File: config.mk
export PLATFORM = sky130hd
export DESIGN_NAME = upm_post
export DESIGN_NICKNAME = d
export VERILOG_FILES = /design/src/sv/upm_pkg.sv /design/src/sv/upm_post.sv
export SDC_FILE = /design/constraint.sdc
export NUM_CORES = 1
export LEC_CHECK = 0
export BUFFER_PORTS_ARGS = -buffer_cell sky130_fd_sc_hd__buf_2
export CAP_MARGIN = 20
export CORE_ASPECT_RATIO = 0.7
export CORE_MARGIN = 2
export CORE_UTILIZATION = 45
export CTS_CLUSTER_DIAMETER = 50
export DETAILED_ROUTE_END_ITERATION = 7
export MAX_ROUTING_LAYER = met4
export PLACE_DENSITY = 0.8
export RECOVER_POWER = 100
export SLEW_MARGIN = 20
export SYNTH_ARGS = -nofsm -noshare
export SYNTH_HDL_FRONTEND = slang
export SYNTH_SLANG_ARGS = --single-unit
File: constraint.sdc
create_clock -name aclk -period 6.5 [get_ports aclk]
set_clock_uncertainty 0.15 [all_clocks]
set_input_delay 1.3 -clock aclk [delete_from_list [all_inputs] [get_ports aclk]]
set_output_delay 1.3 -clock aclk [all_outputs]
set_load 0.005 [all_outputs]
File: src/sv/upm_pkg.sv
// shared types and constants of the pixel unpremultiply block
package upm_pkg;

    // channel count and default sample format
    localparam int NUM_CH            = 4;
    localparam int SAMPLE_WIDTH_DEF  = 16;
    localparam int FRACTION_BITS_DEF = 12;

    // configuration port
    localparam int MASK_W      = 4;
    localparam int SEL_W       = 2;
    localparam int CFG_INDEX_W = 1;
    localparam int CFG_DATA_W  = 4;

    localparam logic [CFG_INDEX_W-1:0] REG_DIVIDE_MASK    = 1'd0;
    localparam logic [CFG_INDEX_W-1:0] REG_DIVISOR_SELECT = 1'd1;

    localparam logic [MASK_W-1:0] DIVIDE_MASK_RESET    = 4'd7;
    localparam logic [SEL_W-1:0]  DIVISOR_SELECT_RESET = 2'd3;

    // channel codes of divisor_select
    localparam logic [SEL_W-1:0] CH_RED   = 2'd0;
    localparam logic [SEL_W-1:0] CH_GREEN = 2'd1;
    localparam logic [SEL_W-1:0] CH_BLUE  = 2'd2;
    localparam logic [SEL_W-1:0] CH_ALPHA = 2'd3;

    // per-stage control that travels with each pixel
    typedef struct packed {
        logic              valid;
        logic [MASK_W-1:0] mask;
        logic              div_zero;
        logic              div_neg;
    } upm_ctrl_t;

endpackage

File: src/sv/upm_post.sv
// output stage: sign, saturation, zero divisor and pass-through
module upm_post import upm_pkg::*; #(
    parameter int SAMPLE_WIDTH  = SAMPLE_WIDTH_DEF,
    parameter int FRACTION_BITS = FRACTION_BITS_DEF
) (
    input  logic                                 aclk,
    input  logic                                 aresetn,
    input  logic                                 en,
    input  upm_ctrl_t                            ctrl_in,
    input  logic [NUM_CH-1:0][SAMPLE_WIDTH-1:0]  sample_in,
    input  logic [NUM_CH-1:0][SAMPLE_WIDTH+FRACTION_BITS-1:0] quot_in,
    output logic                                 valid_reg,
    output logic [NUM_CH-1:0][SAMPLE_WIDTH-1:0]  result_reg,
    output logic                                 clip_reg
);

    localparam int SW = SAMPLE_WIDTH;
    localparam int DW = SAMPLE_WIDTH + FRACTION_BITS;

    localparam logic [DW-1:0] POS_LIMIT = {{(DW-SW+1){1'b0}}, {(SW-1){1'b1}}};
    localparam logic [DW-1:0] NEG_LIMIT = POS_LIMIT + 1'b1;
    localparam logic [SW-1:0] SAMPLE_MAX = {1'b0, {(SW-1){1'b1}}};
    localparam logic [SW-1:0] SAMPLE_MIN = {1'b1, {(SW-1){1'b0}}};

    logic [NUM_CH-1:0][SW-1:0] result_next;
    logic [NUM_CH-1:0]         clip_lane;

    // per channel result
    always_comb begin
        logic          neg;
        logic [SW-1:0] quot_low;
        for (int i = 0; i < NUM_CH; i++) begin
            neg          = sample_in[i][SW-1] ^ ctrl_in.div_neg;
            quot_low     = quot_in[i][SW-1:0];
            clip_lane[i] = 1'b0;
            priority if (!ctrl_in.mask[i]) begin
                result_next[i] = sample_in[i];
            end else if (ctrl_in.div_zero) begin
                result_next[i] = '0;
            end else if (neg) begin
                if (quot_in[i] > NEG_LIMIT) begin
                    result_next[i] = SAMPLE_MIN;
                    clip_lane[i]   = 1'b1;
                end else begin
                    result_next[i] = ~quot_low + 1'b1;
                end
            end else begin
                if (quot_in[i] > POS_LIMIT) begin
                    result_next[i] = SAMPLE_MAX;
                    clip_lane[i]   = 1'b1;
                end else begin
                    result_next[i] = quot_low;
                end
            end
        end
    end

    // valid register
    always_ff @(posedge aclk) begin
        if (!aresetn) begin
            valid_reg <= 1'b0;
        end else if (en) begin
            valid_reg <= ctrl_in.valid;
        end
    end

    // payload registers
    always_ff @(posedge aclk) begin
        if (en) begin
            result_reg <= result_next;
            clip_reg   <= |clip_lane;
        end
    end

endmodule

* Word-level counts from Yosys, hierarchy flattened *
Index checks and enable logic that the tools add are counted.

word-level totals
  register bits after elaboration = 66
  output and inout port bits = 66
  logic and storage cells = 67

operators by class
  add/sub/neg operators = 4
  order comparisons = 8
  mux-type cells = 40
  bitwise gates (word level) = 8
  reduce and logical (&&, ||, !) cells = 1

operator list
  kind                   number
  $mux 16                20
  $gt 28x15->1 const B   4
  $gt 28x16->1 const B   4
  $add 16x1->16 const B  4
  $not 16->16            4
  $mux 1                 20
  $reduce_or 4->1        1
  $xor 1x1->1            4

* Longest topological paths before layout *
Gate-level depths: netlist (run 1).

  word-level depth = 6
  depth in mapped cells = 8
  mapped depth without buffers = 7

* Worst setup path before layout (run 1) *
Ideal clock, no wire load.

  path kind = input port to flip-flop
  start point = input quot_in[0] (netlist name)
  end point = register result_reg[12] (netlist name) (data pin)
  library setup time = 0.273 ns
  arrival time = 2.917 ns
  path slack = 3.160 ns
  stages on the path = 8
  path through = inv_1 -> ha_1 -> nor3b_1 -> and3_1 -> clkbuf_1 -> or4b_1 -> a21oi_1 -> o32ai_1

RTL lines
  item                  line            text
  from (decl)           upm_post.sv:11  input logic [NUM_CH-1:0][SAMPLE_WIDTH+FRACTION_BITS-1:0] quot_in,
  to (signal assigned)  upm_post.sv:70  result_reg <= result_next;
  to (decl)             upm_post.sv:13  output logic [NUM_CH-1:0][SAMPLE_WIDTH-1:0] result_reg,

==> run metrics, run 1 <==
area leader, netlist edfxtp_1; FP Rows 31; Routed Antenna Nets 0; FILL cells 969; Slew Viols, Final 67; Int Power 0.0009370 W; Mapped Avg Cell Area 8.689 um2; DRT Pass-1 Iters 5; pwr/cell area 202.5 nW/um2; total global routing overflow 0; Critical Path Source en; layout cells sized above 1 29.04%; reg-to-reg critical path endpoint valid_reg$_SDFFE_PN0P_; WP data arrival 4.54 ns; WL per Instance 16.96 um; RR Startpoint valid_reg$_SDFFE_PN0P_; maxcap violations 1; synthesized area 4840 um2; post-CTS setup buffers 0; Most Used Layer, Global Route met2; Core Region 10,400 um2; All-Layer GR Usage 27.04%; CP Max Fanout 66; synth unique cells 56; ranking of synthesized cells by area edfxtp_1, o22ai_1, inv_1; Root Buffer clkbuf_16; cell count of the worst hold path 2; die area 11,610 um2; Clock Sink Count 66; Reg clk slew, reported paths 0.06 ns; met3 GRT Util 5.273%; worst slew pin tran 3.800 ns; largest net degree at the start of global routing 67; area taken by multi-input logic gates 2445 um2; Layout area overhead 31.80%; Switching Fraction 27.46%; Syn Nets 747; first-pass GRT wire length 24,670 um; sequential share of the synthesized area 40.74%; Data required, critical path 6.55 ns; combinational power share 22.4%; port buffer count 251; failing checks capacitance limit, slew limit; CP Capture Type flip-flop; drt drc 0; met1 GRT Util 36.21%; worst path bufs/invs 2; crit path time final 4.489 ns; relative slew slack -153.3%; Nets 984; Final Non-Filler Cells 931; clock share of power 36.6%; Finished Core Util 61.36%; vias per inst 5.813; Critical Path Stages 4; Inst Count DP 913; Setup crit start kind input pin; post-CTS sizing 0; EDFF count, synth 65; Mapped Cells 557; Pwr Total 0.001292 W; Vert. Die Dim 90.77 um; initial antenna violation count 0; WL final 15,790 um; worst reg-to-reg path cell count 2; clk buf depth 2; fmax 222.8 MHz; DP Wirelength 11,930 um; vias in the first global route 5,070; status complete, but fails checks; Fin. Hold Viols 0; fraction of registers with async set/reset 0%; delay-heaviest family, CP buffers and inverters; Clock Latency Late Sink 0.32 ns; worst reg2reg setup slack 5.68 ns; #FFs+latches synth 66; Post-CTS Hold Fix Bufs 0; CP Class in2reg; max FFs per register 64; switching pwr 0.0003547 W; CP max-delay cell clkbuf_1; Worst VDD drop 0.1415 mV; Initial Util 46.56%; Yosys warning count 0; routability cong. 0.9342; ANT cells 0; Worst path max stage delay 2.64 ns; worst min-delay path class reg2reg; DRT iter0 DRCs 314; Die Wd 128.0 um; met2 Use GR 42.25%; Flop pwr share 40.9%; Register Area 1972 um2; unrepaired setup endpoints after global routing false; Post-synth top flop edfxtp_1; CTS tree done; Final setup viols 0; via count 5,412; Yosys top cell area share 40.33%; number of I/O pins 252; H-tree depth 3; leakage power 2.769 nW; setup TNS 0 ns; period utilization 69.07%; crit path to valid_reg$_SDFFE_PN0P_; Num CTS Buffers 9; worst path cell trace buf_2 > clkbuf_1 > mux2i_1 > nor2b_1
## synth_stat cells, types with 3 or more instances
master and count:
nor3_1 31, a21oi_1 31, nand2_1 25, xnor2_1 13, nor3b_1 7, or3_1 8
nor4_1 23, xor2_1 16, o211ai_1 5, inv_1 80, clkbuf_1 22, buf_2 3
o22ai_1 49, and2_1 3, o32ai_1 22, a41oi_1 4, o31ai_1 4, nor2b_1 3
mux2_2 3, a21o_1 6, mux2i_1 3, o21a_1 5, o21ai_0 6, nand4_1 8
or4_1 4, ha_1 4, nand3_1 19, nor2_1 42, a31oi_1 6, edfxtp_1 65
a211oi_1 3
## how the worst min path moves through the flow
stage                      startpoint                     end  slack [ns]
6_report       valid_reg$_SDFFE_PN0P_  valid_reg$_SDFFE_PN0P_        0.38
5_1_grt        valid_reg$_SDFFE_PN0P_  valid_reg$_SDFFE_PN0P_        0.42
2_1_floorplan  valid_reg$_SDFFE_PN0P_  valid_reg$_SDFFE_PN0P_        0.36
3_3_place_gp   valid_reg$_SDFFE_PN0P_  valid_reg$_SDFFE_PN0P_        0.35
3_5_place_dp   valid_reg$_SDFFE_PN0P_  valid_reg$_SDFFE_PN0P_        0.37
4_1_cts        valid_reg$_SDFFE_PN0P_  valid_reg$_SDFFE_PN0P_        0.38
## tightest hold or removal path: stages (launching register included)
cell and delay [ns]:
dfxtp_1 0.31, mux2i_1 0.12, nor2b_1 0.06
## per-layer routing
layer | share of wire [%] | wire [um]
met4 | 1.6 | 258
met3 | 8.1 | 1273
met1 | 44 | 6970
met5 | 0 | 0
met2 | 46 | 7283
## layout by cell type, fill, tap and decap left out, drive strengths merged, types with 4 or more instances in the layout
cell      n
nand2    25
o21ai     7
nor4     25
a21o      6
clkbuf   55
nand3    19
nor3b     7
a31oi     6
a21oi    31
nor3     31
o32ai    22
o22ai    49
edfxtp   65
a41oi     4
xnor2    13
o21a      5
or3       8
xor2     16
o211ai    5
inv      80
o31ai     4
nor2     42
buf     211
ha        4
or4       4
nand4     8
## layout make-up
cell class                 instances  share of cell area [%]
timing repair buffer             254                   19.09
multi-input combinational        383                   38.33
clock buffer                      12                   3.707
clock inverter                     4                  0.6669
tap                              132                   2.589
inverter                          80                   4.708
sequential                        66                   30.91
## metrics by stage
| stage | setup slack (ns) | cell area (um2) | hold slack, ns |
|---|---|---|---|
| after floorplan | 3.160 | 4840 | 0.3573 |
| after global placement | 2.612 | 6152 | 0.3519 |
| after detailed placement | 2.529 | 6152 | 0.3697 |
| after CTS | 2.853 | 6431 | 0.3830 |
| after global routing | 1.656 | 6379 | 0.4159 |
| final | 2.011 | 6379 | 0.3807 |
## cells by family (layout without fill, tap and decap cells)
logic type / after synthesis / after routing / synth area share [%]
AND/OR/NAND/NOR: 186 / 186 / 20.73
AO/OA/AOI/OAI: 158 / 158 / 22.31
buffers and inverters: 108 / 350 / 8.609
flip-flops: 66 / 66 / 40.74
XOR/XNOR: 29 / 29 / 5.248
multiplexers: 6 / 6 / 1.318
adder cells (fa/ha/maj): 4 / 4 / 1.034
## power by group through the flow
stage                     Clock, W  Sequential (W)  Combinational (W)
after floorplan                  0        0.000540           0.000135
after global placement           0        0.000534           0.000287
after detailed placement         0        0.000534           0.000293
after CTS                 0.000482        0.000527           0.000294
after global routing      0.000498        0.000532           0.000320
final                     0.000473        0.000529           0.000290
(Power assumes the default switching activity.)
==> run 2: changes to the inputs <==
==> constraint.sdc (replaced) <==
create_clock -name aclk -period 4.3 [get_ports aclk]
set_clock_uncertainty 0.15 [all_clocks]
set_input_delay 0.86 -clock aclk [delete_from_list [all_inputs] [get_ports aclk]]
set_output_delay 0.86 -clock aclk [all_outputs]
set_load 0.005 [all_outputs]
==> run 2 against run 1 <==
Effect of this change: the flow still finishes with violations (capacitance limit, slew limit); global-route usage down 0.18 points; register-to-register slack worse by 2.2 ns; highest routed layer unchanged; sequential share of layout area fell by 0.14 points; critical path type unchanged; routed wire length up 0.54%; flip-flop and latch count did not move; final cell count is 0.75% higher; power is 51% higher; count of clock-buffer cells in the layout down 1.
==> run metrics, run 2 (same netlist as run 1, synthesis figures left out) <==
vias per inst 5.862; setup TNS 0 ns; cell count of the worst hold path 2; worst reg-to-reg path cell count 2; DRT iter0 DRCs 389; FP Rows 31; Initial Util 46.56%; Layout area overhead 32.42%; area taken by multi-input logic gates 2436 um2; WP data arrival 3.19 ns; CP max-delay cell o211ai_1; first-pass GRT wire length 24,610 um; WL per Instance 16.92 um; unrepaired setup endpoints after global routing false; Hold WS 0.3852 ns; Clock Latency Late Sink 0.32 ns; CP Class in2reg; drt drc 0; Routed Antenna Nets 0; CP Max Fanout 16; worst slew pin tran 1.835 ns; port buffer count 251; Data required, critical path 4.21 ns; Final setup viols 0; total global routing overflow 0; vias in the first global route 5,168; status complete, but fails checks; Num CTS Buffers 9; WL final 15,870 um; maxcap violations 1; clk buf depth 2; worst path cell trace clkbuf_1 > xnor2_1 > clkbuf_1 > o211ai_1 > clkbuf_1 > o22ai_1; relative slew slack -22.36%; number of I/O pins 252; Slew Viols, Final 32; Die Wd 128.0 um; Clock Sink Count 66; crit path time final 3.282 ns; layout cells sized above 1 29.03%; DRT Pass-1 Iters 5; commonest non-fill, non-tap cell in the layout buf_2; Post-CTS Hold Fix Bufs 0; Nets 992; FILL cells 974; Worst VDD drop 0.1802 mV; largest net degree at the start of global routing 32; Core Region 10,400 um2; CP Capture Type flip-flop; post-CTS sizing 0; ANT cells 0; Fin. Hold Viols 0; failing checks capacitance limit, slew limit; All-Layer GR Usage 26.86%; worst path bufs/invs 3; worst min-delay path class reg2reg; CTS tree done; Critical Path Stages 6; cell mode on critical path clkbuf_1; max FFs per register 64; via count 5,499; pwr/cell area 304.4 nW/um2; routability cong. 0.9023; leakage power 2.763 nW; Reg clk slew, reported paths 0.06 ns; post-CTS setup buffers 0; most frequent cells in the layout buf_2, inv_1, edfxtp_1; DP Wirelength 12,160 um; die area 11,610 um2; Register Area 1972 um2; Worst path max stage delay 0.84 ns; H-tree depth 3; period utilization 76.33%; delay-heaviest family, CP buffers and inverters; fmax 304.7 MHz; Setup crit start kind input pin; Root Buffer clkbuf_16; initial antenna violation count 0; Vert. Die Dim 90.77 um
==> run 2: final timing paths <==
kind	from	to	slack [ns]
min reg2reg	valid_reg$_SDFFE_PN0P_	valid_reg$_SDFFE_PN0P_	0.39
max	ctrl_in[0]	result_reg[56]$_DFFE_PP_	1.02
max reg2reg	valid_reg$_SDFFE_PN0P_	valid_reg$_SDFFE_PN0P_	3.51
min	valid_reg$_SDFFE_PN0P_	valid_reg$_SDFFE_PN0P_	0.39
==> run 2: report_power, final <==
group | switching (W) | internal (W)
sequential | 0.0000162 | 0.000781
clock | 0.000267 | 0.000442
combinational | 0.000254 | 0.000191
==> run 2: worst register-to-register path: cells and delay by family, from the launching register on <==
family,cells,cell delay [ns]
flops,1,0.33
mux,1,0.07
simple gates,1,0.17
==> run 2: cell type report <==
cell class / instances / area share [%]
Multi-Input combinational cell: 383 / 38.01
Sequential cell: 66 / 30.77
Timing Repair Buffer: 262 / 19.64
Inverter: 80 / 4.686
Clock buffer: 11 / 3.631
Tap cell: 132 / 2.577
Clock inverter: 4 / 0.6833
==> run 2: metal layers <==
layer  vias up  wire length (um)  global-route usage [%]
met2       293              7303                   42.02
met4         0               329                   8.333
met5         -                 0                       -
met3        32              1299                   4.739
met1      2576              6938                   35.67
li1       2598                 -                       -
==> run 2: per-stage QoR <==
stage | cells | power [W] | utilization, % | setup slack, ns | cell area, um2
floorplan | 557 | 0.001020 | - | 1.400 | 4840
global placement | 921 | 0.001248 | 59.76 | 1.065 | 6212
detailed placement | 921 | 0.001259 | 59.76 | 0.9038 | 6212
CTS | 936 | 0.001969 | 62.42 | 1.229 | 6489
global route | 938 | 0.002041 | 61.65 | 0.7970 | 6409
finish | 938 | 0.001951 | 61.65 | 1.018 | 6409
==> run 3: changes to the inputs <==
--- a/config.mk
+++ b/config.mk
@@ -9,11 +9,11 @@
 export CAP_MARGIN = 20
 export CORE_ASPECT_RATIO = 0.7
 export CORE_MARGIN = 2
-export CORE_UTILIZATION = 45
+export CORE_UTILIZATION = 42
 export CTS_CLUSTER_DIAMETER = 50
 export DETAILED_ROUTE_END_ITERATION = 7
 export MAX_ROUTING_LAYER = met4
-export PLACE_DENSITY = 0.8
+export PLACE_DENSITY = 0.78
 export RECOVER_POWER = 100
 export SLEW_MARGIN = 20
 export SYNTH_ARGS = -nofsm -noshare
==> constraint.sdc (replaced) <==
create_clock -name aclk -period 2.85 [get_ports aclk]
set_clock_uncertainty 0.15 [all_clocks]
set_input_delay 0.57 -clock aclk [delete_from_list [all_inputs] [get_ports aclk]]
set_output_delay 0.57 -clock aclk [all_outputs]
set_load 0.005 [all_outputs]
==> run 3 against run 2 <==
Effect of this change: sequential power up 51%; final cell count is 4.4% higher; the run still ends with capacitance limit, slew limit left; sequential share of layout area down 0.69 points; largest power group unchanged; highest routed layer unchanged.
==> run metrics, run 3 (same netlist as run 1, synthesis figures left out) <==
status complete, but fails checks; failing checks capacitance limit, slew limit; CP Class in2reg; port buffer count 251; Worst VDD drop 0.2326 mV; Die Wd 132.3 um; Clock Sink Count 66; Core Region 11,130 um2; crit path to result_reg[34]$_DFFE_PP_; die area 12,410 um2; reg-to-reg critical path endpoint valid_reg$_SDFFE_PN0P_; worst slew pin tran 1.749 ns; pwr/cell area 438.0 nW/um2; CTS tree done; FILL cells 1,060; vias in the first global route 4,800; number of I/O pins 252; Routed Antenna Nets 0; CP Max Fanout 15; final instance area 6555 um2; clk buf depth 2; Num CTS Buffers 9; unrepaired setup endpoints after global routing false; initial antenna violation count 0; Fin. Hold Viols 0; maxcap violations 1; DP Worst Slack 0.01845 ns; Finished Core Util 58.89%; most frequent cells in the layout buf_2, inv_1, edfxtp_1; crit path time final 2.586 ns; total global routing overflow 0; drt drc 0; relative slew slack -16.63%; Register Area 1972 um2; commonest non-fill, non-tap cell in the layout buf_2; DRT iter0 DRCs 312; WP data arrival 2.56 ns; CP Capture Type flip-flop; Data required, critical path 2.83 ns; period utilization 90.74%; WL final 15,390 um; worst reg-to-reg path cell count 2; largest net degree at the start of global routing 67; post-CTS sizing 0; Vert. Die Dim 93.81 um; WL per Instance 15.72 um; H-tree depth 3; Final setup viols 0; leakage power 2.855 nW; worst min-delay path class in2reg; max FFs per register 64; placed inst area 6409 um2; area taken by multi-input logic gates 2430 um2; layout cells sized above 1 30.75%; RR Startpoint valid_reg$_SDFFE_PN0P_; Reg clk slew, reported paths 0.06 ns; first-pass GRT wire length 23,930 um; Slew Viols, Final 67; All-Layer GR Usage 24.91%; routability cong. 0.9395; Nets 1,011; via count 5,351; FP Rows 32; Clock Latency Late Sink 0.33 ns; worst reg2reg setup slack 2.07 ns; Critical Path Source quot_in[60]; Root Buffer clkbuf_16; fmax 386.7 MHz; vias per inst 5.466; ANT cells 0; Layout area overhead 35.44%; DRT Pass-1 Iters 5; post-CTS setup buffers 0; setup TNS 0 ns; Setup crit start kind input pin; Initial Util 43.48%; final worst slack 0.2640 ns; Pwr Total 0.002871 W; Post-CTS Hold Fix Bufs 0; DP Wirelength 11,630 um
[run 3: critical path, stage by stage]
cell and delay, ns:
clkbuf_1 0.13, or4_1 0.66, nand4b_1 0.25, a221o_1 0.55
o32ai_1 0.40
[run 3: worst min-delay path by stage]
| stage | start | endpoint | slack (ns) | cells past startpoint |
|---|---|---|---|---|
| after detailed placement | valid_reg$_SDFFE_PN0P_ | valid_reg$_SDFFE_PN0P_ | 0.37 | 2 |
| after CTS | aresetn | valid_reg$_SDFFE_PN0P_ | 0.31 | 2 |
| after floorplan | valid_reg$_SDFFE_PN0P_ | valid_reg$_SDFFE_PN0P_ | 0.36 | 2 |
| final | aresetn | valid_reg$_SDFFE_PN0P_ | 0.32 | 2 |
| after global routing | aresetn | valid_reg$_SDFFE_PN0P_ | 0.32 | 2 |
| after global placement | valid_reg$_SDFFE_PN0P_ | valid_reg$_SDFFE_PN0P_ | 0.37 | 2 |
[run 3: per-stage QoR]
step	instances	hold WS, ns
after detailed placement	963	0.3675
after global routing	979	0.3242
after CTS	979	0.3114
after floorplan	557	0.3573
final	979	0.3166
after global placement	963	0.3659
[run 3: layer usage]
layer,global-route usage (%),up-vias,wire [um]
li1,-,2648,-
met1,33.89,2446,7185
met2,38.24,240,6788
met3,5.609,17,1256
met4,5.645,0,157
met5,-,-,0
[run 3: layout make-up]
cell class,count,share of cell area [%]
clock buffers,12,3.608
clock inverters,4,0.2863
inverters,80,4.581
multi-input cells,383,37.07
flip-flops and latches,66,30.08
well taps,153,2.920
repair buffers,281,21.45
[run 3: power breakdown]
part	switching, W	total (W)	internal (W)	leakage (nW)
logic	0.000379	0.000685	0.000305	2.09
clock network	0.000402	0.000984	0.000582	0.128
registers	0.0000241	0.00120	0.00118	0.637
total	0.000805	0.00287	0.00207	2.85
